**src/rtl/sirdu_pkg.sv**
```systemverilog
// Package for the signed integer to radix digits unit.
// Shared constants, register index codes and the digit array control struct.
// No dependencies.
package sirdu_pkg;

	localparam int MAG_W     = 32;              // magnitude width of the input
	localparam int NUM_CELLS = 32;              // enough digit cells for radix two
	localparam int CNT_W     = $clog2(MAG_W);
	localparam int RADIX_W   = 5;
	localparam int CHAR_W    = 8;
	localparam int CFG_W     = 64;
	localparam int CFG_IDX_W = 2;
	localparam int BYTES_PER_REG = CFG_W / CHAR_W;

	localparam logic [CNT_W-1:0]   CNT_LAST  = CNT_W'(MAG_W - 1);
	localparam logic [RADIX_W-1:0] MIN_RADIX = RADIX_W'(2);

	localparam logic [CHAR_W-1:0] CHAR_SPACE = 8'd32;
	localparam logic [CHAR_W-1:0] CHAR_DEL   = 8'd127;
	localparam logic [CHAR_W-1:0] CHAR_PLUS  = 8'd43;
	localparam logic [CHAR_W-1:0] CHAR_MINUS = 8'd45;

	typedef enum logic [CFG_IDX_W-1:0] {
		REG_RADIX_LENGTH = 2'd0,
		REG_DIGITS_LOW   = 2'd1,
		REG_DIGITS_HIGH  = 2'd2
	} cfg_reg_t;

	typedef struct packed {
		logic clear;   // zero all cells
		logic shift;   // double and add bit_in
		logic bit_in;  // next magnitude bit, MSB first
	} array_ctrl_t;

endpackage

```
**src/rtl/sirdu_table_check.sv**
```systemverilog
// Digit table validation for the radix digits unit.
// Checks radix range, printable bytes, sign characters and duplicates.
// Depends on sirdu_pkg.
module sirdu_table_check
	import sirdu_pkg::*;
#(
	parameter int MAX_BASE = 16
) (
	input  logic [RADIX_W-1:0]               radix_len,
	input  logic [MAX_BASE-1:0][CHAR_W-1:0] tbl,
	output logic                             valid
);

	logic len_ok;
	logic bad_char;
	logic dup;

	assign len_ok = (radix_len >= MIN_RADIX) && (radix_len <= RADIX_W'(MAX_BASE));

	always_comb begin
		bad_char = 1'b0;
		dup      = 1'b0;
		for (int a = 0; a < MAX_BASE; a++) begin
			if (RADIX_W'(a) < radix_len) begin
				// bytes at 128 and above fail the unsigned check against DEL
				if (tbl[a] <= CHAR_SPACE || tbl[a] >= CHAR_DEL ||
				    tbl[a] == CHAR_PLUS || tbl[a] == CHAR_MINUS)
					bad_char = 1'b1;
				for (int b = a + 1; b < MAX_BASE; b++) begin
					if (RADIX_W'(b) < radix_len && tbl[b] == tbl[a])
						dup = 1'b1;
				end
			end
		end
	end

	assign valid = len_ok && !bad_char && !dup;

endmodule

```
**src/rtl/sirdu_digit_array.sv**
```systemverilog
// Radix digit cell array: the magnitude enters one bit a cycle, MSB first,
// and each cell doubles its digit in the configured radix. Depends on sirdu_pkg.
module sirdu_digit_array
	import sirdu_pkg::*;
#(
	parameter int DIGIT_W = 4
) (
	input  logic                               clk,
	input  array_ctrl_t                        ctrl,
	input  logic [DIGIT_W:0]                   radix,
	output logic [NUM_CELLS-1:0][DIGIT_W-1:0]  digits
);

	logic [NUM_CELLS-1:0][DIGIT_W-1:0] cell_q;
	logic [NUM_CELLS-1:0]              gen;
	logic [NUM_CELLS-1:0]              prop;
	logic [NUM_CELLS:0]                csum;
	logic [NUM_CELLS-1:0]              carry;

	// A cell always carries when 2v >= radix, and carries on a carry in
	// only when 2v + 1 == radix. The chain is resolved by one wide add.
	always_comb begin
		for (int i = 0; i < NUM_CELLS; i++) begin
			gen[i]  = {cell_q[i], 1'b0} >= radix;
			prop[i] = {cell_q[i], 1'b1} == radix;
		end
	end

	assign csum  = {1'b0, gen | prop} + {1'b0, gen} + {{NUM_CELLS{1'b0}}, ctrl.bit_in};
	assign carry = csum[NUM_CELLS-1:0] ^ prop;

	always_ff @(posedge clk) begin
		if (ctrl.clear) begin
			cell_q <= '0;
		end else if (ctrl.shift) begin
			for (int i = 0; i < NUM_CELLS; i++) begin
				if ({cell_q[i], carry[i]} >= radix)
					cell_q[i] <= DIGIT_W'({cell_q[i], carry[i]} - radix);
				else
					cell_q[i] <= DIGIT_W'({cell_q[i], carry[i]});
			end
		end
	end

	assign digits = cell_q;

endmodule

```
**src/rtl/signed_integer_to_radix_digits_unit.sv**
```systemverilog
// Signed integer to radix text, most significant digit first.
// Top level: configuration registers, sequencer and output register.
// Depends on sirdu_pkg, sirdu_table_check and sirdu_digit_array.
//
//  channel   direction  handshake              payload
//  input     in         start, busy            number
//  result    out        strobe (one cycle)     out_char, last_char
//  config    in         cfg_we                 cfg_index, cfg_data
//
// An item runs from acceptance until busy drops, D being the digit count:
// S_CONV shifts the magnitude through the digit cell array, S_FIND locates the
// top digit, then S_EMIT gives one character per cycle, D characters in all.
// A '-' appears in the first conversion cycle.
// An item against an invalid table is taken and dropped at once.
// Reset clears the registers, so the table is invalid until configured.
// Results cannot be held off; busy low means the next item is taken.
module signed_integer_to_radix_digits_unit
	import sirdu_pkg::*;
#(
	parameter int MAX_BASE = 16
) (
	input  logic                    clk,
	input  logic                    arst_n,
	input  logic                    start,
	output logic                    busy,
	input  logic signed [MAG_W-1:0] number,
	output logic                    strobe,
	output logic [CHAR_W-1:0]       out_char,
	output logic                    last_char,
	input  logic                    cfg_we,
	input  logic [CFG_IDX_W-1:0]    cfg_index,
	input  logic [CFG_W-1:0]        cfg_data
);

	localparam int DIGIT_W = (MAX_BASE > 2) ? $clog2(MAX_BASE) : 1;

	typedef enum logic [1:0] {
		S_IDLE,
		S_CONV,
		S_FIND,
		S_EMIT
	} state_t;

	state_t                              state_q;
	logic [CNT_W-1:0]                    cnt_q;
	logic [CNT_W-1:0]                    ptr_q;
	logic                                strobe_q;
	logic                                last_q;
	logic [CHAR_W-1:0]                   out_char_q;
	logic [MAG_W-1:0]                    mag_q;
	logic [RADIX_W-1:0]                  radix_q;
	logic [MAX_BASE-1:0][CHAR_W-1:0]     tbl_q;

	logic                                tbl_valid;
	logic                                accept;
	logic [MAG_W-1:0]                    abs_num;
	array_ctrl_t                         arr_ctrl;
	logic [NUM_CELLS-1:0][DIGIT_W-1:0]   digits;
	logic [CNT_W-1:0]                    top_idx;
	logic [DIGIT_W-1:0]                  rd_digit;

	// configuration registers
	always_ff @(posedge clk or negedge arst_n) begin
		if (!arst_n) begin
			radix_q <= '0;
			tbl_q   <= '0;
		end else if (cfg_we) begin
			unique case (cfg_reg_t'(cfg_index))
				REG_RADIX_LENGTH: radix_q <= cfg_data[RADIX_W-1:0];
				REG_DIGITS_LOW: begin
					for (int i = 0; i < MAX_BASE; i++)
						if (i < BYTES_PER_REG)
							tbl_q[i] <= cfg_data[CHAR_W*(i%BYTES_PER_REG) +: CHAR_W];
				end
				REG_DIGITS_HIGH: begin
					for (int i = 0; i < MAX_BASE; i++)
						if (i >= BYTES_PER_REG)
							tbl_q[i] <= cfg_data[CHAR_W*(i%BYTES_PER_REG) +: CHAR_W];
				end
				default: ;
			endcase
		end
	end

	sirdu_table_check #(
		.MAX_BASE (MAX_BASE)
	) u_check (
		.radix_len (radix_q),
		.tbl       (tbl_q),
		.valid     (tbl_valid)
	);

	assign busy    = (state_q != S_IDLE);
	assign accept  = start && !busy;
	assign abs_num = number[MAG_W-1] ? (~$unsigned(number) + 1'b1) : $unsigned(number);

	// magnitude shift register, MSB leaves first
	always_ff @(posedge clk) begin
		if (accept)
			mag_q <= abs_num;
		else if (state_q == S_CONV)
			mag_q <= {mag_q[MAG_W-2:0], 1'b0};
	end

	assign arr_ctrl.clear  = accept;
	assign arr_ctrl.shift  = (state_q == S_CONV);
	assign arr_ctrl.bit_in = mag_q[MAG_W-1];

	sirdu_digit_array #(
		.DIGIT_W (DIGIT_W)
	) u_array (
		.clk    (clk),
		.ctrl   (arr_ctrl),
		.radix  (radix_q[DIGIT_W:0]),
		.digits (digits)
	);

	// highest nonzero cell; zero leaves the pointer on cell 0
	always_comb begin
		top_idx = '0;
		for (int i = 0; i < NUM_CELLS; i++)
			if (digits[i] != '0)
				top_idx = CNT_W'(i);
	end

	assign rd_digit = digits[ptr_q];

	always_ff @(posedge clk or negedge arst_n) begin
		if (!arst_n) begin
			state_q    <= S_IDLE;
			cnt_q      <= '0;
			ptr_q      <= '0;
			strobe_q   <= 1'b0;
			last_q     <= 1'b0;
			out_char_q <= '0;
		end else begin
			unique case (state_q)
				S_IDLE: begin
					strobe_q <= start && tbl_valid && number[MAG_W-1];
					last_q   <= 1'b0;
					if (start && tbl_valid) begin
						state_q <= S_CONV;
						cnt_q   <= '0;
						if (number[MAG_W-1])
							out_char_q <= CHAR_MINUS;
					end
				end
				S_CONV: begin
					strobe_q <= 1'b0;
					last_q   <= 1'b0;
					cnt_q    <= cnt_q + 1'b1;
					if (cnt_q == CNT_LAST)
						state_q <= S_FIND;
				end
				S_FIND: begin
					strobe_q <= 1'b0;
					last_q   <= 1'b0;
					ptr_q    <= top_idx;
					state_q  <= S_EMIT;
				end
				S_EMIT: begin
					strobe_q   <= 1'b1;
					out_char_q <= tbl_q[rd_digit];
					last_q     <= (ptr_q == '0);
					if (ptr_q == '0)
						state_q <= S_IDLE;
					else
						ptr_q <= ptr_q - 1'b1;
				end
				default: begin
					strobe_q <= 1'b0;
					last_q   <= 1'b0;
					state_q  <= S_IDLE;
				end
			endcase
		end
	end

	assign strobe    = strobe_q;
	assign out_char  = out_char_q;
	assign last_char = last_q;

	// a transaction against a bad table leaves nothing behind
	a_invalid_dropped: assert property (@(posedge clk) disable iff (!arst_n)
		accept && !tbl_valid |=> !busy && !strobe)
		else $error("item with invalid table started work");

	a_valid_starts: assert property (@(posedge clk) disable iff (!arst_n)
		accept && tbl_valid |=> busy && state_q == S_CONV && cnt_q == '0)
		else $error("valid item did not start conversion");

	a_last_ends: assert property (@(posedge clk) disable iff (!arst_n)
		state_q == S_EMIT && ptr_q == '0 |=> state_q == S_IDLE && strobe && last_char)
		else $error("final digit not marked or block still busy");

	// a table never holds '-', so it can only be the sign
	a_minus_first: assert property (@(posedge clk) disable iff (!arst_n)
		strobe && !$past(accept) |-> out_char != CHAR_MINUS)
		else $error("minus sign outside the first character");

endmodule

```
**config.mk**
```make
export PLATFORM = sky130hd
export DESIGN_NAME = signed_integer_to_radix_digits_unit
export DESIGN_NICKNAME = d
export VERILOG_FILES = /design/src/rtl/sirdu_pkg.sv /design/src/rtl/sirdu_table_check.sv /design/src/rtl/sirdu_digit_array.sv /design/src/rtl/signed_integer_to_radix_digits_unit.sv
export SDC_FILE = /design/constraint.sdc
export NUM_CORES = 2
export LEC_CHECK = 0
export BUFFER_PORTS_ARGS = -buffer_cell sky130_fd_sc_hd__buf_4
export CORE_ASPECT_RATIO = 1.25
export CORE_MARGIN = 2
export CORE_UTILIZATION = 38
export CTS_BUF_LIST = sky130_fd_sc_hd__clkbuf_8 sky130_fd_sc_hd__clkbuf_16
export CTS_CLUSTER_DIAMETER = 150
export DETAILED_ROUTE_END_ITERATION = 7
export GPL_TIMING_DRIVEN = 0
export SETUP_SLACK_MARGIN = 0.2
export SLEW_MARGIN = 25
export SYNTH_ARGS = -nofsm -noshare
export SYNTH_HDL_FRONTEND = slang
export SYNTH_SLANG_ARGS = --single-unit
export TNS_END_PERCENT = 50
```
**constraint.sdc**
```tcl
create_clock -name clk -period 20.9 [get_ports clk]
set_input_delay 1.045 -clock clk [delete_from_list [all_inputs] [get_ports clk]]
set_output_delay 1.045 -clock clk [all_outputs]
set_load 0.02 [all_outputs]
```
==> results.txt <==
Die H -> 348.6 um
Synth top area share -> 0.1552
Skew final -> 0.02962 ns
Mapped Area -> 36,110 um2
First-pass GRT wire length -> 246,800 um
Clock Latency Late Sink -> 0.63 ns
Count leader, synth -> xnor2_1
Crit path cell chain -> buf_16 > clkbuf_1 > clkbuf_1 > clkbuf_1 > clkbuf_1 > clkbuf_1 > nand2_1 > nor2_1 > ha_1 > nor2_1 > o21ai_0 > a2111oi_0 > o31ai_1 > a211oi_1 > o21a_1 > o31ai_1 > a21oi_1 > o21ai_1 > xor2_1 > ha_1 > nand2b_1 > a21oi_1 > o211ai_1 > a32o_1
Slowest-stage cell, CP -> clkbuf_1
WP buf/inv -> 6
Worst Path Required -> 21.42 ns
VDD IR-drop max -> 0.08384 mV
CTS tree -> built
Syn. warnings -> 0
CORE AREA -> 94,280 um2
Inserted Clock Buffers -> 44
Fin crit share -> 0.4841
Nets -> 4,708
HPWL Detailed -> 122,900 um
Top_reg_cell synth -> dfrtp_1
# rows -> 126
Post-Syn Nets -> 4,543
Fin Setup TNS -> 0 ns
Switching Share -> 0.5269
Power per cell area -> 154.2 nW/um2
Crit path top cell by count -> clkbuf_1
Die X -> 279.7 um
Fin area -> 40,120 um2
Initial Util -> 0.3830
FF+latch count, synth -> 315
Worst setup SP type -> register
Root Driver -> clkbuf_16
Slew at the pin with the worst max-slew slack -> 1.251 ns
Synth area leader -> xnor2_1
Endpoint class of the critical path -> register
Crit path max fanout -> 19
Worst Hold Class -> input port to asynchronous set/reset pin
Sequential area share after synthesis -> 0.2050
Worst path top cell family by delay -> buffers and inverters
Avg Vias per Cell -> 6.269
WHS -> 0.4082 ns
Total GRT Usage -> 0.3480
RSZ-0062 raised after global routing -> false
ANT nets after route -> 0
Arr. time, crit path -> 10.64 ns
Area grow syn2layout -> 11.12%
PostCTS Resize Cnt -> 0
Logic pwr share -> 0.706
Fill cell count -> 9,549
Gp weighted congestion -> 1.134
Leak pwr -> 15.55 nW
CTS clk-pin slew, worst paths -> 0.06 ns
# port buffers -> 112
Grt ovf -> 0
Largest net degree at the start of global routing -> 80
Post-layout power -> 6.188 mW
Iter 0 DRT Violations -> 4,081
Post-Synthesis Cells -> 4,237
Clock power share -> 0.123
Layout Cells excl Fill -> 5,654
Io pins -> 113
Initial antenna violation count -> 8
Post-CTS Hold Buffers -> 0
Final hold viol count -> 0
Total number of vias -> 35,444
Dpl cell area -> 38,660 um2
Syn avg cell area -> 8.522 um2
Setup repair bufs after CTS -> 0
H-tree level count -> 2
Seq pwr share -> 0.170
Clk buf depth -> 3
Fmax -> 98.84 MHz
Switching pwr -> 3.260 mW
Most area-consuming cells after synthesis -> xnor2_1, xor2_1, dfrtp_1
Setup violators final -> 0
Relative slew slack -> 0.1663
Max-cap violations -> 0
# clock sinks -> 315
Vias in the first global route -> 33,620
Post-synth EDFFs -> 32
Initial DRT Pass Iterations -> 8
Die Area -> 97,520 um2
Layout cells sized above 1 -> 0.1495
DRC viols -> 0
DR WL/cell -> 30.77 um
Minimum clock period -> 10.12 ns
Total routed wirelength -> 174,000 um
Slew Limit Fails -> 0
CP max stage delay -> 0.98 ns
Netlist cell types -> 96
Internal power -> 2.928 mW
Setup CP Type -> register to register
Inst Count DP -> 5,571
Status -> completed
Post-synth ARST share -> 0.4921
Commonest cells in the netlist -> xnor2_1, xor2_1, nand2_1, buf_2, nor2_1
-- through the flow --
step                      utilization  worst slack [ns]
final                          0.4256             10.78
after global routing           0.4256             10.72
after CTS                      0.4253             11.14
after detailed placement       0.4101             11.13
after global placement         0.4081             10.11
after floorplan                     -             13.96
-- power groups by stage --
stage	Sequential, mW	Combinational [mW]	Clock, mW
floorplan	0.975	3.06	0
detailed placement	1.06	4.21	0
global route	1.07	4.66	0.791
finish	1.05	4.37	0.762
global placement	1.06	4.14	0
CTS	1.05	4.23	0.768
-- logic make-up after synthesis --
| group | share of synthesized area |
|---|---|
| compound gates | 0.1377 |
| xor+xnor | 0.2651 |
| fa+ha+maj | 0.07762 |
| buf+inv | 0.06050 |
| flops | 0.2050 |
| mux | 0.09990 |
| simple gates | 0.1542 |
-- worst paths after layout --
kind	start	end	slack (ns)	cells past startpoint
min	arst_n	tbl_q[28]	0.41	1
min reg2reg	u_array.digits[2]	u_array.digits[2]	0.52	2
max in group asynchronous	arst_n	out_char[0]	19.59	2
max	radix_q[0]	u_array.digits[116]	10.78	24
max reg2reg	radix_q[0]	u_array.digits[116]	10.78	24
min in group clk	u_array.digits[2]	u_array.digits[2]	0.52	2
-- per-layer routing --
metal | routed length [um] | global-route usage | vias to the layer above
met4 | 16900 | 0.2699 | 14
met5 | 95 | 0 | -
li1 | - | - | 15367
met3 | 17340 | 0.08936 | 758
met2 | 76480 | 0.5473 | 2191
met1 | 63150 | 0.4036 | 17114
-- registers in the layout, summed over array words and instances, names as in the netlist --
name	flops
cnt_q	5
last_char	1
mag_q	32
out_char	8
ptr_q	5
radix_q	5
state_q	2
strobe	1
tbl_q	128
u_array.digits	128
-- cell type report --
cell class                 instances  area [um2]  share of cell area
buffer                           379        1853             0.04618
timing repair buffer             119       977.2             0.02436
clock inverter                    26       180.2            0.004491
antenna                            2       5.005           0.0001247
inverter                          94       367.9            0.009168
clock buffer                      54        1250             0.03115
sequential                       315        7407              0.1846
multi-input combinational       3449       26560              0.6620
tap                             1216        1521             0.03792
-- cells in the final DEF, fill, tap and decap left out, types with 36 or more instances in the layout --
| cell type | instances |
|---|---|
| nor2b_1 | 36 |
| nor4_1 | 129 |
| a211oi_1 | 58 |
| nor3_1 | 66 |
| a21o_1 | 55 |
| nand3_1 | 75 |
| buf_4 | 126 |
| xnor2_1 | 640 |
| clkbuf_1 | 92 |
| nand2_1 | 230 |
| dfxtp_1 | 128 |
| mux2i_1 | 113 |
| inv_1 | 104 |
| buf_2 | 227 |
| nand4_1 | 175 |
| xor2_1 | 453 |
| dfrtp_1 | 153 |
| a21oi_1 | 200 |
| ha_1 | 172 |
| nor2_1 | 210 |
| o21ai_0 | 205 |
| clkbuf_16 | 45 |
| mux2_2 | 137 |
| a22oi_1 | 39 |
Power figures use the tool's default switching activity.
